## src/hdl/pca_pkg.sv

```systemverilog
package pca_pkg;

  // Field and gain formats.
  localparam int DataWidth    = 16;
  localparam int GainWidth    = 16;
  localparam int GainFracBits = 8;
  localparam int IntWidth     = 32;

  // Derived arithmetic widths.
  localparam int ErrWidth   = DataWidth + 1;
  localparam int DiffWidth  = DataWidth + 2;
  localparam int ProdPWidth = GainWidth + ErrWidth;
  localparam int ProdDWidth = GainWidth + DiffWidth;
  localparam int ProdIWidth = GainWidth + IntWidth;
  localparam int ProdMax    = (ProdIWidth > ProdDWidth) ? ProdIWidth : ProdDWidth;
  localparam int AccWidth   = ProdMax + 2;

  // Stream and configuration port widths.
  localparam int InTdataWidth  = ((2 * DataWidth + 7) / 8) * 8;
  localparam int OutTdataWidth = ((DataWidth + 7) / 8) * 8;
  localparam int CfgAddrWidth  = 3;
  localparam int CfgDataWidth  = (GainWidth > DataWidth) ? GainWidth : DataWidth;

  // Register indexes on the configuration port.
  typedef enum logic [CfgAddrWidth-1:0] {
    RegGainP  = 3'd0,
    RegGainI  = 3'd1,
    RegGainD  = 3'd2,
    RegOutMax = 3'd3,
    RegOutMin = 3'd4
  } cfg_reg_e;

  // Reset values of the output bounds.
  localparam logic signed [DataWidth-1:0] OutMaxReset = {1'b0, {(DataWidth-1){1'b1}}};
  localparam logic signed [DataWidth-1:0] OutMinReset = {1'b1, {(DataWidth-1){1'b0}}};

endpackage

```

## src/hdl/pid_conditional_antiwindup.sv

```systemverilog
// Channel   Direction  Signals                          Contents (lowest bit first)
// s_axis    in         tvalid, tready, tdata[31:0]      setpoint[15:0], measured[31:16]
// m_axis    out        tvalid, tready, tdata[15:0]      drive[15:0]
// cfg       in         cfg_we_i, cfg_addr_i, cfg_data_i gain_p, gain_i, gain_d, out_max, out_min
//
// An item is accepted into the input register and passes three more register stages; its
// result is presented from the last of them. One item is accepted in every cycle while
// results are taken, since the windup test, the saturating integral add and the update of
// the gain_i * integral product close within stage 2. Reset zeroes the gains, the error
// and the integral, sets the bounds at their widest and empties the pipeline. The ready chain
// is combinational: the input stalls only when all four stages are full and the output stalls.
module pid_conditional_antiwindup
  import pca_pkg::*;
(
  input  logic                     clk_i,
  input  logic                     rst_ni,

  input  logic                     s_axis_tvalid,
  output logic                     s_axis_tready,
  input  logic [InTdataWidth-1:0]  s_axis_tdata,   // setpoint, measured

  output logic                     m_axis_tvalid,
  input  logic                     m_axis_tready,
  output logic [OutTdataWidth-1:0] m_axis_tdata,   // drive

  input  logic                     cfg_we_i,
  input  logic [CfgAddrWidth-1:0]  cfg_addr_i,
  input  logic [CfgDataWidth-1:0]  cfg_data_i
);

  // Configuration registers.
  logic signed [GainWidth-1:0] gain_p_q, gain_i_q, gain_d_q;
  logic signed [DataWidth-1:0] out_max_q, out_min_q;

  // Controller state. The product gain_i * integral is kept alongside the integral so that
  // the loop needs no full multiplier: it follows the integral by adding gain_i * error.
  logic signed [ErrWidth-1:0]   prev_err_q;
  logic signed [IntWidth-1:0]   integral_q;
  logic signed [ProdIWidth-1:0] p_int_q;

  // Stage valid bits and the ready chain.
  logic s0_v_q, s1_v_q, s2_v_q, s3_v_q;
  logic r0, r1, r2, r3;

  // Stage 0: input register.
  logic signed [DataWidth-1:0] s0_sp_q, s0_ms_q;

  // Stage 1: error and gain products.
  logic signed [ErrWidth-1:0]   err;
  logic signed [DiffWidth-1:0]  diff;
  logic signed [ErrWidth-1:0]   s1_err_q;
  logic signed [ProdPWidth-1:0] s1_pe_q, s1_ie_q;
  logic signed [ProdDWidth-1:0] s1_de_q;

  // Stage 2: windup test and integral update.
  logic signed [AccWidth-1:0]   hi, lo, pi;
  logic                         err_neg, err_pos, integrate;
  logic signed [IntWidth:0]     int_sum;
  logic                         int_ovf;
  logic signed [ProdIWidth-1:0] gi_big, pint_max, pint_min;
  logic signed [IntWidth-1:0]   integral_d;
  logic signed [ProdIWidth-1:0] p_int_d;
  logic signed [AccWidth-1:0]   s2_pd_q;
  logic signed [ProdIWidth-1:0] s2_pint_q;

  // Stage 3: output clamp and floor.
  logic signed [AccWidth-1:0]  u_raw, u_clamp, u_floor;
  logic signed [DataWidth-1:0] drive_q;

  // A stage may load when it is empty or its item moves on in the same cycle.
  assign r3 = !s3_v_q || m_axis_tready;
  assign r2 = !s2_v_q || r3;
  assign r1 = !s1_v_q || r2;
  assign r0 = !s0_v_q || r1;

  assign s_axis_tready = r0;
  assign m_axis_tvalid = s3_v_q;
  assign m_axis_tdata  = OutTdataWidth'($unsigned(drive_q));

  // Error and its change since the previous item.
  assign err  = ErrWidth'(s0_sp_q) - ErrWidth'(s0_ms_q);
  assign diff = DiffWidth'(err) - DiffWidth'(prev_err_q);

  // Bounds scaled into the product format.
  assign hi = AccWidth'(out_max_q) <<< GainFracBits;
  assign lo = AccWidth'(out_min_q) <<< GainFracBits;

  // Windup test on the proportional term plus the old integral term.
  assign pi        = AccWidth'(s1_pe_q) + AccWidth'(p_int_q);
  assign err_neg   = s1_err_q[ErrWidth-1];
  assign err_pos   = !err_neg && (s1_err_q != '0);
  assign integrate = (pi > hi && err_neg) || (pi < lo && err_pos) || (pi < hi && pi > lo);

  // Saturating integral add; overflow shows as the two top sum bits differing.
  assign int_sum = (IntWidth+1)'(integral_q) + (IntWidth+1)'(s1_err_q);
  assign int_ovf = int_sum[IntWidth] ^ int_sum[IntWidth-1];

  // gain_i times the saturation limits, formed with shifts.
  assign gi_big   = ProdIWidth'(gain_i_q) <<< (IntWidth - 1);
  assign pint_max = gi_big - ProdIWidth'(gain_i_q);
  assign pint_min = -gi_big;

  always_comb begin
    integral_d = integral_q;
    p_int_d    = p_int_q;
    if (integrate) begin
      if (int_ovf) begin
        if (int_sum[IntWidth]) begin
          integral_d = {1'b1, {(IntWidth-1){1'b0}}};
          p_int_d    = pint_min;
        end else begin
          integral_d = {1'b0, {(IntWidth-1){1'b1}}};
          p_int_d    = pint_max;
        end
      end else begin
        integral_d = int_sum[IntWidth-1:0];
        p_int_d    = p_int_q + ProdIWidth'(s1_ie_q);
      end
    end
  end

  // Output: full sum, upper bound first, then lower bound, then floor to an integer.
  assign u_raw = s2_pd_q + AccWidth'(s2_pint_q);

  always_comb begin
    u_clamp = u_raw;
    if (u_clamp > hi) begin
      u_clamp = hi;
    end
    if (u_clamp < lo) begin
      u_clamp = lo;
    end
  end

  assign u_floor = u_clamp >>> GainFracBits;

  // Control: valid bits, configuration and loop state.
  always_ff @(posedge clk_i or negedge rst_ni) begin
    if (!rst_ni) begin
      s0_v_q     <= 1'b0;
      s1_v_q     <= 1'b0;
      s2_v_q     <= 1'b0;
      s3_v_q     <= 1'b0;
      gain_p_q   <= '0;
      gain_i_q   <= '0;
      gain_d_q   <= '0;
      out_max_q  <= OutMaxReset;
      out_min_q  <= OutMinReset;
      prev_err_q <= '0;
      integral_q <= '0;
      p_int_q    <= '0;
    end else begin
      if (r0) begin
        s0_v_q <= s_axis_tvalid;
      end
      if (r1) begin
        s1_v_q <= s0_v_q;
      end
      if (r2) begin
        s2_v_q <= s1_v_q;
      end
      if (r3) begin
        s3_v_q <= s2_v_q;
      end

      if (s0_v_q && r1) begin
        prev_err_q <= err;
      end

      if (s1_v_q && r2) begin
        integral_q <= integral_d;
      end

      // A new gain_i rescales the tracked product; writes must come only while idle (not enforced).
      if (cfg_we_i && cfg_addr_i == RegGainI) begin
        p_int_q <= ProdIWidth'($signed(cfg_data_i[GainWidth-1:0])) * ProdIWidth'(integral_q);
      end else if (s1_v_q && r2) begin
        p_int_q <= p_int_d;
      end

      if (cfg_we_i) begin
        unique case (cfg_addr_i)
          RegGainP:  gain_p_q  <= cfg_data_i[GainWidth-1:0];
          RegGainI:  gain_i_q  <= cfg_data_i[GainWidth-1:0];
          RegGainD:  gain_d_q  <= cfg_data_i[GainWidth-1:0];
          RegOutMax: out_max_q <= cfg_data_i[DataWidth-1:0];
          RegOutMin: out_min_q <= cfg_data_i[DataWidth-1:0];
          default: ;
        endcase
      end
    end
  end

  // Payload registers.
  always_ff @(posedge clk_i) begin
    if (s_axis_tvalid && r0) begin
      s0_sp_q <= s_axis_tdata[DataWidth-1:0];
      s0_ms_q <= s_axis_tdata[2*DataWidth-1:DataWidth];
    end
    if (s0_v_q && r1) begin
      s1_err_q <= err;
      s1_pe_q  <= ProdPWidth'(gain_p_q) * ProdPWidth'(err);
      s1_ie_q  <= ProdPWidth'(gain_i_q) * ProdPWidth'(err);
      s1_de_q  <= ProdDWidth'(gain_d_q) * ProdDWidth'(diff);
    end
    if (s1_v_q && r2) begin
      s2_pd_q   <= AccWidth'(s1_pe_q) + AccWidth'(s1_de_q);
      s2_pint_q <= p_int_d;
    end
    if (s2_v_q && r3) begin
      drive_q <= u_floor[DataWidth-1:0];
    end
  end

`ifndef SYNTHESIS
  // The tracked product always equals gain_i times the integral.
  a_pint_track: assert property (@(posedge clk_i) disable iff (!rst_ni)
    p_int_q == ProdIWidth'(gain_i_q) * ProdIWidth'(integral_q))
    else $error("integral product out of step with integral");

  // The integral moves only when an item leaves the product stage.
  a_int_step: assert property (@(posedge clk_i) disable iff (!rst_ni)
    !$stable(integral_q) |-> $past(s1_v_q && r2))
    else $error("integral changed without an item");

  // With ordered bounds a result lies within them.
  a_drive_range: assert property (@(posedge clk_i) disable iff (!rst_ni)
    (m_axis_tvalid && out_min_q <= out_max_q) |->
    (drive_q >= out_min_q && drive_q <= out_max_q))
    else $error("drive outside the output bounds");

  // An empty output register never blocks the input.
  a_ready_free: assert property (@(posedge clk_i) disable iff (!rst_ni)
    !s3_v_q |-> s_axis_tready)
    else $error("input stalled with free output register");
`endif

endmodule

```

## config.mk

```make
export PLATFORM = sky130hd
export DESIGN_NAME = pid_conditional_antiwindup
export DESIGN_NICKNAME = d
export VERILOG_FILES = /design/src/hdl/pca_pkg.sv /design/src/hdl/pid_conditional_antiwindup.sv
export SDC_FILE = /design/constraint.sdc
export NUM_CORES = 2
export LEC_CHECK = 0
export BUFFER_PORTS_ARGS = -buffer_cell sky130_fd_sc_hd__buf_4
export CORE_MARGIN = 2
export CORE_UTILIZATION = 35
export CTS_CLUSTER_DIAMETER = 30
export DETAILED_ROUTE_END_ITERATION = 10
export GPL_ROUTABILITY_DRIVEN = 0
export PLACE_DENSITY = 0.54
export REMOVE_ABC_BUFFERS = 1
export SYNTH_ARGS = -nofsm -noshare
export SYNTH_HDL_FRONTEND = slang
export SYNTH_SLANG_ARGS = --single-unit
export TNS_END_PERCENT = 50
```

## constraint.sdc

```tcl
create_clock -name clk_i -period 12.6 [get_ports clk_i]
set_clock_uncertainty 0.2 [all_clocks]
set_input_delay 0.63 -clock clk_i [delete_from_list [all_inputs] [get_ports clk_i]]
set_output_delay 0.63 -clock clk_i [all_outputs]
set_load 0.01 [all_outputs]
```

==> results_dict.tcl <==
set metrics [dict create \
    ys_warn_count 0 \
    cts_tree "done" \
    hold_violations 0 \
    r2r-end "s1_de_q[32]$_DFFE_PP_" \
    coreArea_um2 233000 \
    routedWlPerCell_um 21.0 \
    yosysMostFrequentCell "inv_1" \
    die_h_um 488 \
    cts_hold_repair.buffers 34 \
    arrival_ns 11.06 \
    yosys-top-cells-count "1,567 x inv_1, 1,329 x fa_1, 1,128 x nand2_1" \
    ant_nets 0 \
    htreeDepth 3 \
    async_flop_share 0.422 \
    synth_xor_area_frac 0.0428 \
    yosys.area.top_type "fa_1" \
    synthTopCellsByArea "fa_1 32%, ha_1 12%, edfxtp_1 9.1%, inv_1 7.2%, nand2_1 5.2%" \
    first_global_vias 67600 \
    cts_setup_buffers 0 \
    fmax_ghz 0.0922 \
    drcViolationCount 0 \
    grt_setup_unrepaired "no" \
    post-route-period-util 0.861 \
    cts_made_buffers 118 \
    worst_pin_slew_ns 1.22 \
    grt_usage 0.217 \
    tns_ns 0 \
    crit_family "adder cells" \
    grt_max_degree 77 \
    drive_gt1_frac 0.0625 \
    antenna_found_initial 8 \
    synth_fa_ha_area_frac 0.447 \
    post_cts_resized 0 \
    drtPass1Iterations 6 \
    run_status "finished, final reports clean" \
    yosys.area_share.simple 0.147 \
    cp.buffers_inverters 5 \
    root_buffer "clkbuf_16" \
    period_minus_slack_ns 10.85 \
    cp.depth 41 \
    yosysUniqueCellTypes 101 \
    hold_class "input pin to flip-flop" \
    io_pins 74 \
    synth_compound_area_frac 0.113 \
    netlist_area_um2 81900 \
    ys_seq_elements 429 \
    cp-endpoint "s1_de_q[32]$_DFFE_PP_" \
    syn-instance-count 8931 \
    cp-start-kind "flip-flop" \
    crit_type "flip-flop to flip-flop" \
    grt_pass1_wl_um 398000 \
    drv_slew 0 \
    cp_max_fo 10 \
    place_hpwl_um 199000 \
    r2r_cells 41 \
    setup_viol 0 \
    synthToLayoutAreaGrowth_pct 10.4 \
    yosysTopAreaCellShare 0.325 \
    num-fill-cells 23200 \
    wl_um 254000 \
    crit_start "s0_sp_q[0]$_DFFE_PP_" \
    synth_mux_area_frac 0.0147 \
    final_net_count 11100 \
    required_ns 12.81 \
    avgSynthCellArea_um2 9.17 \
    crit_slowest_cell "o41ai_1" \
    initial_core_util 0.352 \
    dieWidth_um 488 \
    multi_input_area_um2 62900 \
    synth-main-ff-cell "edfxtp_1" \
    first_iter_violations 3792 \
    synth_top_family_by_area "adder cells" \
    vias_per_cell 5.24 \
    cpMostUsedCell "fa_1" \
    cp-end-kind "flip-flop" \
    cpPeakStageDelay_ns 0.66 \
    synth_edf_count 248 \
    regArea_um2 12000 \
    cts_buffer_depth 3 \
    grt-ovfl-total 0 \
    regToRegSetupSlack_ns 1.75 \
    max-slew-margin-rel 0.184 \
    yosysSeqAreaShare 0.147 \
    num_rows 177 \
    max_cap_violations 0 \
    clk_pin_slew_ns 0.05 \
    dieArea_um2 238000 \
    numClockSinks 429 \
    worstSkewPairLatency_ns 0.80 \
    dr_total_vias 63100 \
    rr_startpoint "s0_sp_q[0]$_DFFE_PP_" \
    numPortBuffers 73 \
]
## logic make-up (layout without fill, tap and decap cells)
family / Yosys count / in the layout
flip-flops: 429 / 429
other: 0 / 6
buffers and inverters: 1909 / 1986
XOR/XNOR: 398 / 398
multiplexers: 108 / 108
AO/OA/AOI/OAI: 1451 / 1451
AND/OR/NAND/NOR: 2506 / 2506
adder cells (fa/ha/maj): 2130 / 2130
## worst min path at each step
stage,start,end,cells past startpoint
6_report,cfg_data_i[13],out_min_q[13]$_DFFE_PN0P_,3
5_1_grt,cfg_data_i[13],out_min_q[13]$_DFFE_PN0P_,3
4_1_cts,m_axis_tready,s2_v_q$_DFFE_PN0P_,4
3_5_place_dp,prev_err_q[16]$_DFFE_PN0P_,prev_err_q[16]$_DFFE_PN0P_,2
3_3_place_gp,prev_err_q[16]$_DFFE_PN0P_,prev_err_q[16]$_DFFE_PN0P_,2
2_1_floorplan,rst_ni,gain_d_q[0]$_DFFE_PN0P_,0
## cell usage in the layout, fill, tap and decap left out, types with 18 or more instances in the layout
master / synthesis / routed
nand4_1: 58 / 58
o21bai_1: 53 / 53
o21ai_1: 23 / 23
nor2_1: 281 / 281
a21oi_1: 398 / 397
xor2_1: 94 / 92
a31oi_1: 46 / 46
fa_1: 1329 / 1328
or3_1: 21 / 21
clkbuf_1: 308 / 18
o22ai_1: 24 / 24
o21a_1: 54 / 54
mux2_2: 96 / 96
nand2b_1: 131 / 131
o211ai_1: 23 / 23
dlygate4sd3_1: 0 / 34
dfrtp_1: 165 / 165
clkinv_2: 0 / 19
ha_1: 799 / 799
nor3_1: 77 / 76
o31ai_1: 21 / 21
inv_1: 1567 / 1564
clkbuf_16: 0 / 120
xnor2_1: 301 / 285
and2_1: 466 / 466
nand3_1: 107 / 107
nor4_1: 27 / 27
and3_1: 50 / 50
a211oi_1: 52 / 52
edfxtp_1: 248 / 248
nor2b_1: 86 / 84
o21ai_0: 327 / 327
a21o_1: 238 / 237
nand2_1: 1128 / 1127
buf_4: 2 / 159
## through the flow
| stage | setup WS [ns] | hold slack, ns | util | cell area [µm²] | cells |
|---|---|---|---|---|---|
| CTS | 1.70 | 0.0281 | 0.389 | 90400 | 12100 |
| detailed placement | 1.77 | 0.282 | 0.369 | 85800 | 11800 |
| global route | 0.969 | 0.0487 | 0.389 | 90400 | 12100 |
| finish | 1.75 | 0.0814 | 0.389 | 90400 | 12100 |
| global placement | 1.76 | 0.281 | 0.369 | 85800 | 11800 |
| floorplan | 1.31 | 0.134 | - | 80500 | 8590 |
## worst min-delay path: cells and delay by family
family / cells / cell delay [ns]
AOI/OAI and AO/OA: 1 / 0.07
and+or+nand+nor: 1 / 0.09
buffers and inverters: 1 / 0.21
## registers in the layout, indices dropped and copies added (netlist names), 17 cells and up
signal	cells
s2_pint_q	48
integral_q	32
p_int_q	48
s1_ie_q	33
s1_de_q	34
s2_pd_q	35
prev_err_q	17
s1_pe_q	33
s1_err_q	17
## area by class of cell
cell class                      count  area share
Multi-Input combinational cell   6593       0.695
Sequential cell                   429       0.133
Inverter                         1568      0.0651
Tap cell                         3043      0.0421
Clock buffer                      150      0.0358
Timing Repair Buffer              194      0.0171
Clock inverter                     74      0.0117
Antenna cell                        6    0.000166
## metal layers
layer	global-route usage	wire length, µm	share of wire
met1	0.284	110000	0.43
met2	0.366	120000	0.47
met3	0.0221	11800	0.046
met4	0.0882	11400	0.045
met5	0	15	0.000059
Power is left out: the tool's default activity adds up to more than one toggle a clock period on the data nets, which glitch-free logic cannot reach.
